===== config.mk =====
export PLATFORM = sky130hd
export DESIGN_NAME = three_byte_command_frame_parser
export DESIGN_NICKNAME = d
export VERILOG_FILES = /design/src/design/tbcfp_pkg.sv /design/src/design/tbcfp_front.sv /design/src/design/tbcfp_op_queue.sv /design/src/design/tbcfp_back.sv /design/src/design/three_byte_command_frame_parser.sv
export SDC_FILE = /design/constraint.sdc
export NUM_CORES = 1
export LEC_CHECK = 0
export BUFFER_PORTS_ARGS = -buffer_cell sky130_fd_sc_hd__buf_2
export CAP_MARGIN = 20
export CORE_AREA = 3 3 83 85
export CTS_CLUSTER_SIZE = 14
export DETAILED_ROUTE_END_ITERATION = 10
export DIE_AREA = 0 0 86 88
export PLACE_DENSITY = 0.75
export SYNTH_ARGS = -nofsm -noshare
export SYNTH_HDL_FRONTEND = slang
export SYNTH_SLANG_ARGS = --single-unit

===== constraint.sdc =====
create_clock -name clk -period 1.9 [get_ports clk]
set_input_delay 0.57 -clock clk [delete_from_list [all_inputs] [get_ports clk]]
set_output_delay 0.57 -clock clk [all_outputs]
set_load 0.05 [all_outputs]

===== src/design/tbcfp_pkg.sv =====
`timescale 1ns / 1ps

package tbcfp_pkg;

    localparam int unsigned QUEUE_DEPTH_DEFAULT = 8;

    // Configuration register indexes.
    localparam logic [1:0] REG_HEAD_BYTE  = 2'd0;
    localparam logic [1:0] REG_TAIL_BYTE  = 2'd1;
    localparam logic [1:0] REG_ALIGN_CODE = 2'd2;
    localparam logic [1:0] REG_ZERO_CODE  = 2'd3;

    localparam logic [7:0] HEAD_BYTE_RESET  = 8'hFF;
    localparam logic [7:0] TAIL_BYTE_RESET  = 8'hFE;
    localparam logic [7:0] ALIGN_CODE_RESET = 8'hAA;
    localparam logic [7:0] ZERO_CODE_RESET  = 8'hAB;

    // Fetched command codes.
    localparam logic [1:0] CMD_NONE  = 2'd0;
    localparam logic [1:0] CMD_ALIGN = 2'd1;
    localparam logic [1:0] CMD_ZERO  = 2'd2;

    // Queued command coding.
    localparam logic QCMD_ALIGN = 1'b0;
    localparam logic QCMD_ZERO  = 1'b1;

    typedef struct packed {
        logic       func;
        logic [7:0] rx_byte;
    } in_item_t;

    typedef struct packed {
        logic       byte_taken;
        logic [1:0] command;
    } out_item_t;

    // Work handed from the parser to the command ring.
    typedef struct packed {
        logic fetch;
        logic taken;
        logic push;
        logic push_cmd;
    } op_t;

endpackage


===== src/design/tbcfp_front.sv =====
`timescale 1ns / 1ps

module tbcfp_front
(
    input  logic                clk,
    input  logic                rst_n,
    input  logic                push,
    input  logic                full,
    input  tbcfp_pkg::in_item_t item,
    input  logic                cfg_valid,
    output logic                cfg_ready,
    input  logic [1:0]          cfg_index,
    input  logic [7:0]          cfg_data,
    output logic                op_valid,
    output tbcfp_pkg::op_t      op
);

    typedef enum logic [2:0] {
        PH_HEAD = 3'b001,
        PH_CMD  = 3'b010,
        PH_TAIL = 3'b100
    } phase_t;

    phase_t     phase_reg;
    phase_t     phase_next;
    logic       pend_reg;
    logic       pend_next;
    logic [7:0] head_reg;
    logic [7:0] tail_reg;
    logic [7:0] align_reg;
    logic [7:0] zero_reg;
    logic       taken;
    logic       push_en;
    logic       accept;
    logic       byte_accept;

    assign cfg_ready   = 1'b1;
    assign accept      = push && !full;
    assign byte_accept = accept && !item.func;

    always_comb
    begin
        phase_next = phase_reg;
        pend_next  = pend_reg;
        taken      = 1'b1;
        push_en    = 1'b0;
        unique case (phase_reg)
            PH_CMD:
            begin
                if (item.rx_byte == head_reg)
                begin
                    phase_next = PH_CMD;
                end
                else if (item.rx_byte == align_reg)
                begin
                    pend_next  = tbcfp_pkg::QCMD_ALIGN;
                    phase_next = PH_TAIL;
                end
                else if (item.rx_byte == zero_reg)
                begin
                    pend_next  = tbcfp_pkg::QCMD_ZERO;
                    phase_next = PH_TAIL;
                end
                else
                begin
                    phase_next = PH_HEAD;
                end
            end
            PH_TAIL:
            begin
                // The tail check wins over a head of the same value.
                if (item.rx_byte == tail_reg)
                begin
                    push_en    = 1'b1;
                    phase_next = PH_HEAD;
                end
                else if (item.rx_byte == head_reg)
                begin
                    phase_next = PH_CMD;
                end
                else
                begin
                    phase_next = PH_HEAD;
                end
                pend_next = tbcfp_pkg::QCMD_ALIGN;
            end
            default:
            begin
                if (item.rx_byte == head_reg)
                begin
                    phase_next = PH_CMD;
                end
                else
                begin
                    phase_next = PH_HEAD;
                    taken      = 1'b0;
                end
            end
        endcase
    end

    always_ff @(posedge clk or negedge rst_n)
    begin
        if (!rst_n)
        begin
            phase_reg <= PH_HEAD;
            pend_reg  <= tbcfp_pkg::QCMD_ALIGN;
        end
        else if (byte_accept)
        begin
            phase_reg <= phase_next;
            pend_reg  <= pend_next;
        end
    end

    always_ff @(posedge clk or negedge rst_n)
    begin
        if (!rst_n)
        begin
            head_reg  <= tbcfp_pkg::HEAD_BYTE_RESET;
            tail_reg  <= tbcfp_pkg::TAIL_BYTE_RESET;
            align_reg <= tbcfp_pkg::ALIGN_CODE_RESET;
            zero_reg  <= tbcfp_pkg::ZERO_CODE_RESET;
        end
        else if (cfg_valid)
        begin
            unique case (cfg_index)
                tbcfp_pkg::REG_HEAD_BYTE:  head_reg  <= cfg_data;
                tbcfp_pkg::REG_TAIL_BYTE:  tail_reg  <= cfg_data;
                tbcfp_pkg::REG_ALIGN_CODE: align_reg <= cfg_data;
                tbcfp_pkg::REG_ZERO_CODE:  zero_reg  <= cfg_data;
                default:                   head_reg  <= head_reg;
            endcase
        end
    end

    assign op_valid    = accept;
    assign op.fetch    = item.func;
    assign op.taken    = !item.func && taken;
    assign op.push     = !item.func && push_en;
    assign op.push_cmd = pend_reg;

endmodule


===== src/design/tbcfp_op_queue.sv =====
`timescale 1ns / 1ps

module tbcfp_op_queue
(
    input  logic           clk,
    input  logic           rst_n,
    input  logic           wr_en,
    input  tbcfp_pkg::op_t wr_op,
    output logic           full,
    input  logic           rd_en,
    output logic           rd_valid,
    output tbcfp_pkg::op_t rd_op
);

    tbcfp_pkg::op_t entry_reg [2];
    logic           wr_idx_reg;
    logic           rd_idx_reg;
    logic [1:0]     count_reg;
    logic [1:0]     count_next;
    logic           do_wr;
    logic           do_rd;

    assign full     = (count_reg == 2'd2);
    assign rd_valid = (count_reg != 2'd0);
    assign rd_op    = entry_reg[rd_idx_reg];
    assign do_wr    = wr_en && !full;
    assign do_rd    = rd_en && rd_valid;

    always_comb
    begin
        count_next = count_reg;
        if (do_wr && !do_rd)
        begin
            count_next = count_reg + 2'd1;
        end
        else if (do_rd && !do_wr)
        begin
            count_next = count_reg - 2'd1;
        end
    end

    always_ff @(posedge clk or negedge rst_n)
    begin
        if (!rst_n)
        begin
            wr_idx_reg <= 1'b0;
            rd_idx_reg <= 1'b0;
            count_reg  <= 2'd0;
        end
        else
        begin
            count_reg <= count_next;
            if (do_wr)
            begin
                wr_idx_reg <= !wr_idx_reg;
            end
            if (do_rd)
            begin
                rd_idx_reg <= !rd_idx_reg;
            end
        end
    end

    always_ff @(posedge clk)
    begin
        if (do_wr)
        begin
            entry_reg[wr_idx_reg] <= wr_op;
        end
    end

endmodule


===== src/design/tbcfp_back.sv =====
`timescale 1ns / 1ps

module tbcfp_back
#(
    parameter int unsigned QUEUE_DEPTH = tbcfp_pkg::QUEUE_DEPTH_DEFAULT
)
(
    input  logic                 clk,
    input  logic                 rst_n,
    input  logic                 op_valid,
    input  tbcfp_pkg::op_t       op,
    output logic                 op_take,
    output logic                 empty,
    input  logic                 pop,
    output tbcfp_pkg::out_item_t result
);

    localparam int unsigned PTR_W = $clog2(QUEUE_DEPTH);
    localparam logic [PTR_W-1:0] PTR_LAST = PTR_W'(QUEUE_DEPTH - 1);

    logic                 ring_mem [QUEUE_DEPTH];
    logic [PTR_W-1:0]     wr_ptr_reg;
    logic [PTR_W-1:0]     rd_ptr_reg;
    logic [PTR_W-1:0]     wr_ptr_inc;
    logic [PTR_W-1:0]     rd_ptr_inc;
    logic [PTR_W-1:0]     rd_ptr_next;
    logic                 head_reg;
    logic                 ring_empty;
    logic                 ring_full;
    logic                 ring_wr;
    logic                 ring_rd;
    logic                 out_valid_reg;
    tbcfp_pkg::out_item_t out_reg;
    tbcfp_pkg::out_item_t out_next;

    assign wr_ptr_inc  = (wr_ptr_reg == PTR_LAST) ? '0 : wr_ptr_reg + 1'b1;
    assign rd_ptr_inc  = (rd_ptr_reg == PTR_LAST) ? '0 : rd_ptr_reg + 1'b1;
    assign ring_empty  = (rd_ptr_reg == wr_ptr_reg);
    assign ring_full   = (wr_ptr_inc == rd_ptr_reg);

    // An op runs when the output register is free or is being emptied this cycle.
    assign op_take     = op_valid && (!out_valid_reg || pop);
    assign ring_wr     = op_take && !op.fetch && op.push && !ring_full;
    assign ring_rd     = op_take && op.fetch && !ring_empty;
    assign rd_ptr_next = ring_rd ? rd_ptr_inc : rd_ptr_reg;

    always_comb
    begin
        out_next.byte_taken = op.taken;
        out_next.command    = tbcfp_pkg::CMD_NONE;
        if (op.fetch && !ring_empty)
        begin
            out_next.command = (head_reg == tbcfp_pkg::QCMD_ZERO) ?
                               tbcfp_pkg::CMD_ZERO : tbcfp_pkg::CMD_ALIGN;
        end
    end

    always_ff @(posedge clk or negedge rst_n)
    begin
        if (!rst_n)
        begin
            wr_ptr_reg    <= '0;
            rd_ptr_reg    <= '0;
            out_valid_reg <= 1'b0;
        end
        else
        begin
            if (ring_wr)
            begin
                wr_ptr_reg <= wr_ptr_inc;
            end
            rd_ptr_reg <= rd_ptr_next;
            if (op_take)
            begin
                out_valid_reg <= 1'b1;
            end
            else if (pop)
            begin
                out_valid_reg <= 1'b0;
            end
        end
    end

    // The head register always mirrors the entry under the read pointer;
    // a write to that entry in the same cycle is passed straight through.
    always_ff @(posedge clk)
    begin
        if (ring_wr)
        begin
            ring_mem[wr_ptr_reg] <= op.push_cmd;
        end
        if (ring_wr && (wr_ptr_reg == rd_ptr_next))
        begin
            head_reg <= op.push_cmd;
        end
        else
        begin
            head_reg <= ring_mem[rd_ptr_next];
        end
    end

    always_ff @(posedge clk)
    begin
        if (op_take)
        begin
            out_reg <= out_next;
        end
    end

    assign empty  = !out_valid_reg;
    assign result = out_reg;

    a_empty_fetch_holds: assert property (@(posedge clk) disable iff (!rst_n)
        (op_take && op.fetch && ring_empty) |=> $stable(rd_ptr_reg))
        else $error("fetch from an empty ring moved the read pointer");

    a_full_drop_holds: assert property (@(posedge clk) disable iff (!rst_n)
        (op_take && !op.fetch && ring_full) |=> $stable(wr_ptr_reg))
        else $error("push into a full ring moved the write pointer");

    a_byte_no_command: assert property (@(posedge clk) disable iff (!rst_n)
        (op_take && !op.fetch) |=> (out_reg.command == tbcfp_pkg::CMD_NONE))
        else $error("byte beat produced a command");

    a_fetch_not_taken: assert property (@(posedge clk) disable iff (!rst_n)
        (op_take && op.fetch) |=> !out_reg.byte_taken)
        else $error("fetch beat reported a taken byte");

    a_ptr_range: assert property (@(posedge clk) disable iff (!rst_n)
        (rd_ptr_reg <= PTR_LAST) && (wr_ptr_reg <= PTR_LAST))
        else $error("ring pointer out of range");

endmodule


===== src/design/three_byte_command_frame_parser.sv =====
`timescale 1ns / 1ps

// Recognises frames of head byte, command byte and tail byte and queues the
// command of each complete frame in a ring of QUEUE_DEPTH entries that holds
// up to QUEUE_DEPTH - 1 commands; a fetch beat returns the oldest one. Every
// input beat, byte or fetch, gives exactly one result beat, in order. One
// beat is accepted per clock while full is low; the beat waits in the
// two-entry queue between the parser and the ring stage, and its result
// is then loaded into the result register and seen there. full rises
// only when pop is held off and the queue fills. Configuration writes are
// always ready and are to be made while no beat is outstanding.
module three_byte_command_frame_parser
#(
    parameter int unsigned QUEUE_DEPTH = tbcfp_pkg::QUEUE_DEPTH_DEFAULT
)
(
    input  logic                 clk,
    input  logic                 rst_n,
    input  logic                 push,
    output logic                 full,
    input  tbcfp_pkg::in_item_t  item,
    output logic                 empty,
    input  logic                 pop,
    output tbcfp_pkg::out_item_t result,
    input  logic                 cfg_valid,
    output logic                 cfg_ready,
    input  logic [1:0]           cfg_index,
    input  logic [7:0]           cfg_data
);

    logic           f_op_valid;
    tbcfp_pkg::op_t f_op;
    logic           q_valid;
    tbcfp_pkg::op_t q_op;
    logic           b_take;

    tbcfp_front u_front
    (
        .clk       (clk),
        .rst_n     (rst_n),
        .push      (push),
        .full      (full),
        .item      (item),
        .cfg_valid (cfg_valid),
        .cfg_ready (cfg_ready),
        .cfg_index (cfg_index),
        .cfg_data  (cfg_data),
        .op_valid  (f_op_valid),
        .op        (f_op)
    );

    tbcfp_op_queue u_op_queue
    (
        .clk      (clk),
        .rst_n    (rst_n),
        .wr_en    (f_op_valid),
        .wr_op    (f_op),
        .full     (full),
        .rd_en    (b_take),
        .rd_valid (q_valid),
        .rd_op    (q_op)
    );

    tbcfp_back #(
        .QUEUE_DEPTH (QUEUE_DEPTH)
    ) u_back
    (
        .clk      (clk),
        .rst_n    (rst_n),
        .op_valid (q_valid),
        .op       (q_op),
        .op_take  (b_take),
        .empty    (empty),
        .pop      (pop),
        .result   (result)
    );

endmodule


==> results.md <==
* TritonCTS Buffers at 9
* Status: finished, violations left
* Fin util at between 60 and 70%
* Multi-input gate area at ~1500 µm²
* Initial DRT Pass Iterations at 4
* Crit path max fanout at 4
* GRT Overall Usage at 17.7%
* Mux contribution to synthesized area at 15.7%
* Max-cap violations at 0
* Worst Tran Pin Value at 0.539 ns
* R2R Path End: u_back.ring_mem[2]$_DFFE_PP_
* Share of layout cells above drive strength 1 at 52.7%
* Top cell type's share of synthesized area at 20.0%
* Clk pwr share at 18.5%
* Antenna Cells at 0
* Routed via count at 1960
* Complex-gate fraction of the synthesized area at 3.73%
* Count of pins over their slew limit at 0
* FF-to-FF setup slack at -0.17 ns
* Clk buf depth at 2
* Main combinational cell family by area after synthesis: multiplexers
* XOR/XNOR Fraction of Synth Area at 11.4%
* Post-synthesis simple-gate area fraction at 9.85%
* YS warnings at 0
* Highest clock rate at 483 MHz
* Clock tree from TritonCTS: done
* Die H at 88 µm
* First-pass GRT wire length at 10.0 mm
* Cell taking the most area after synthesis: dfstp_2
* Max VDD drop at around 0.79 mV
* Final hold viol count at 0
* Clk Latency, worst-skew pair at between 0.3 and 0.4 ns
* P_leak at roughly 1.7 nW
* CP Data Required Time at just under 2 ns
* GRT overflow at 0
* Dpl hpwl at 4.46 mm
* RePlAce Congestion at around 0.78
* H-tree depth at 3
* Synth Flop Type: dfstp_2
* Worst Clk Skew at about 0.0085 ns
* Largest net degree at the start of global routing at 32
* Adder-cell share of the synthesized area at 1.90%
* CP endpoint kind: flip-flop
* Final #Nets at 322
* Final ANT Viol Nets at 0
* Mapped Area at 3290 µm²
* Yosys reg bits at 69
* P_sw at 1.79 mW
* Initial antenna violation count at 0
* Critical path data arrival time at approximately 2.1 ns
* Synth area leaders: dfstp_2, edfxtp_1, dfrtp_1
* RSZ-0062 raised after global routing: true
* Mean Syn Cell Area at ~14 µm²
* Failing checks: setup timing
* CTS Sinks at about 70
* DIE WIDTH at 86 µm
* Reg-to-reg critical path startpoint: u_back.wr_ptr_reg[1]$_DFFE_PN0P_
* IO Count at 30
* Yosys cell types at 46
* Fillers at 493
* Syn_nets at 263
* Vias in the first global route at 2088
* Rows at 29
* Seq/Total Area, Yosys at 55.9%
* Final min period at between 2 and 2.5 ns
* Max transition margin at 64.0%
* Drc violations at 0
* Die area at 7570 µm²
* Most frequent cells in the layout: mux2_2, xor2_1, buf_2, dfstp_2
* WHS at 0.162 ns
* EDFF count, synth at 19
* Reg2reg path depth at 8
* Storage cell area at around 1800 µm²
* Root buffer cell: clkbuf_8
* Routed wire length at 5.93 mm
* Sw Share at 34.0%
* Seq pwr share at about 44%
* Setup ws final at -0.170 ns
* Synth Instances at 234
* Via density per instance at approximately 5.2
* Core area at 6280 µm²
* Logic pwr share at 37.5%
* Port Buf Inserts at 28
* Initial Util at between 50% and 60%
* DRT iter0 DRCs at 72
* Ys async rst share at 68.1%
* Internal power at 3.47 mW
* Routed len/inst at 15.8 µm
* Setup Crit Path Kind: reg2reg
* Endpoints failing setup at 10
* Hold-fix buffers at CTS at 0
* Clock slew at reported path FFs at 0.07 ns
* Hold Crit Class: in2async
* CP startpoint: u_back.wr_ptr_reg[1]$_DFFE_PN0P_
* Final worst-path cycle share at 109%
* Crit path launch type: flip-flop
* Commonest non-fill, non-tap cell in the layout: mux2_2
* Synth-to-Final Area Change at 20.0%
* Pwr dens at ~1300 nW/µm²
==> cells by family (layout without fill, tap and decap cells) <==
kind of cell / after synthesis / in the layout
flip-flops: 69 / 69
multiplexers: 44 / 44
buffers and inverters: 10 / 74
other: 1 / 1
adder cells (fa/ha/maj): 5 / 5
AO/OA/AOI/OAI: 13 / 13
XOR/XNOR: 43 / 43
AND/OR/NAND/NOR: 49 / 49
==> worst max-delay path by stage <==
| stage | endpoint | slack (ns) |
|---|---|---|
| after floorplan | u_back.ring_mem[3]$_DFFE_PP_ | -0.13 |
| after global placement | u_back.ring_mem[5]$_DFFE_PP_ | -0.06 |
| after detailed placement | u_back.ring_mem[1]$_DFFE_PP_ | -0.14 |
| after CTS | u_back.wr_ptr_reg[0]$_DFFE_PN0P_ | -0.12 |
| after global routing | u_back.ring_mem[2]$_DFFE_PP_ | -0.24 |
| final | u_back.ring_mem[2]$_DFFE_PP_ | -0.17 |
==> cells in the mapped netlist (all sizes together) (3+ instances only) <==
| cell type | number |
|---|---|
| mux2 | 41 |
| xor2 | 37 |
| dfstp | 25 |
| dfrtp | 22 |
| edfxtp | 19 |
| nor2 | 11 |
| nor4 | 8 |
| inv | 6 |
| nor3b | 6 |
| xnor2 | 6 |
| ha | 5 |
| nand2 | 5 |
| nor2b | 4 |
| buf | 3 |
| dfxtp | 3 |
| nand2b | 3 |
| nor3 | 3 |
==> cell type report <==
type,count,area share (%)
Clock buffer,11,3.33
Timing Repair Buffer,52,8.59
Inverter,6,0.570
Clock inverter,5,0.697
Sequential cell,69,46.5
Tap cell,77,2.44
Multi-Input combinational cell,155,37.8
==> critical path, cell delays in order, from the launching register on <==
cell      delay, ns
dfrtp_1        0.39
ha_2           0.20
ha_4           0.18
nor2_4         0.11
xnor2_2        0.09
a311oi_4       0.37
buf_4          0.18
nand2b_4       0.08
nor3b_2        0.17
==> stage by stage <==
step	setup WS [ns]	instances	TNS [ns]	total power, mW	cell area, µm²
CTS	-0.118	373	-0.853	5.26	3910
global placement	-0.0609	356	-0.452	4.04	3710
detailed placement	-0.139	356	-1.32	4.13	3710
floorplan	-0.126	234	-0.687	3.62	3320
finish	-0.170	375	-1.10	5.26	3950
global route	-0.241	375	-1.97	5.60	3950
==> timing repair <==
item,in CTS,in global routing
gates resized for setup,8,6
pin swaps,3,0
endpoints found under the setup margin,11,12
buffers inserted,1,2
==> routing by layer <==
metal | vias to the layer above | GRT usage, % | routed length, µm
li1 | 952 | - | -
met1 | 973 | 19.6 | 2490
met3 | 6 | 5.08 | 157
met4 | 0 | 6.19 | 97
met2 | 29 | 32.4 | 3180
met5 | - | 0 | 0
==> power by group through the flow <==
stage | registers [mW] | clock network [mW] | logic, mW
3_3_place_gp | 2.32 | 0 | 1.72
2_1_floorplan | 2.38 | 0 | 1.24
5_1_grt | 2.37 | 1.09 | 2.14
3_5_place_dp | 2.34 | 0 | 1.79
4_1_cts | 2.32 | 1.02 | 1.92
6_report | 2.32 | 0.970 | 1.97
No activity file was read; power rests on OpenSTA's default activity.
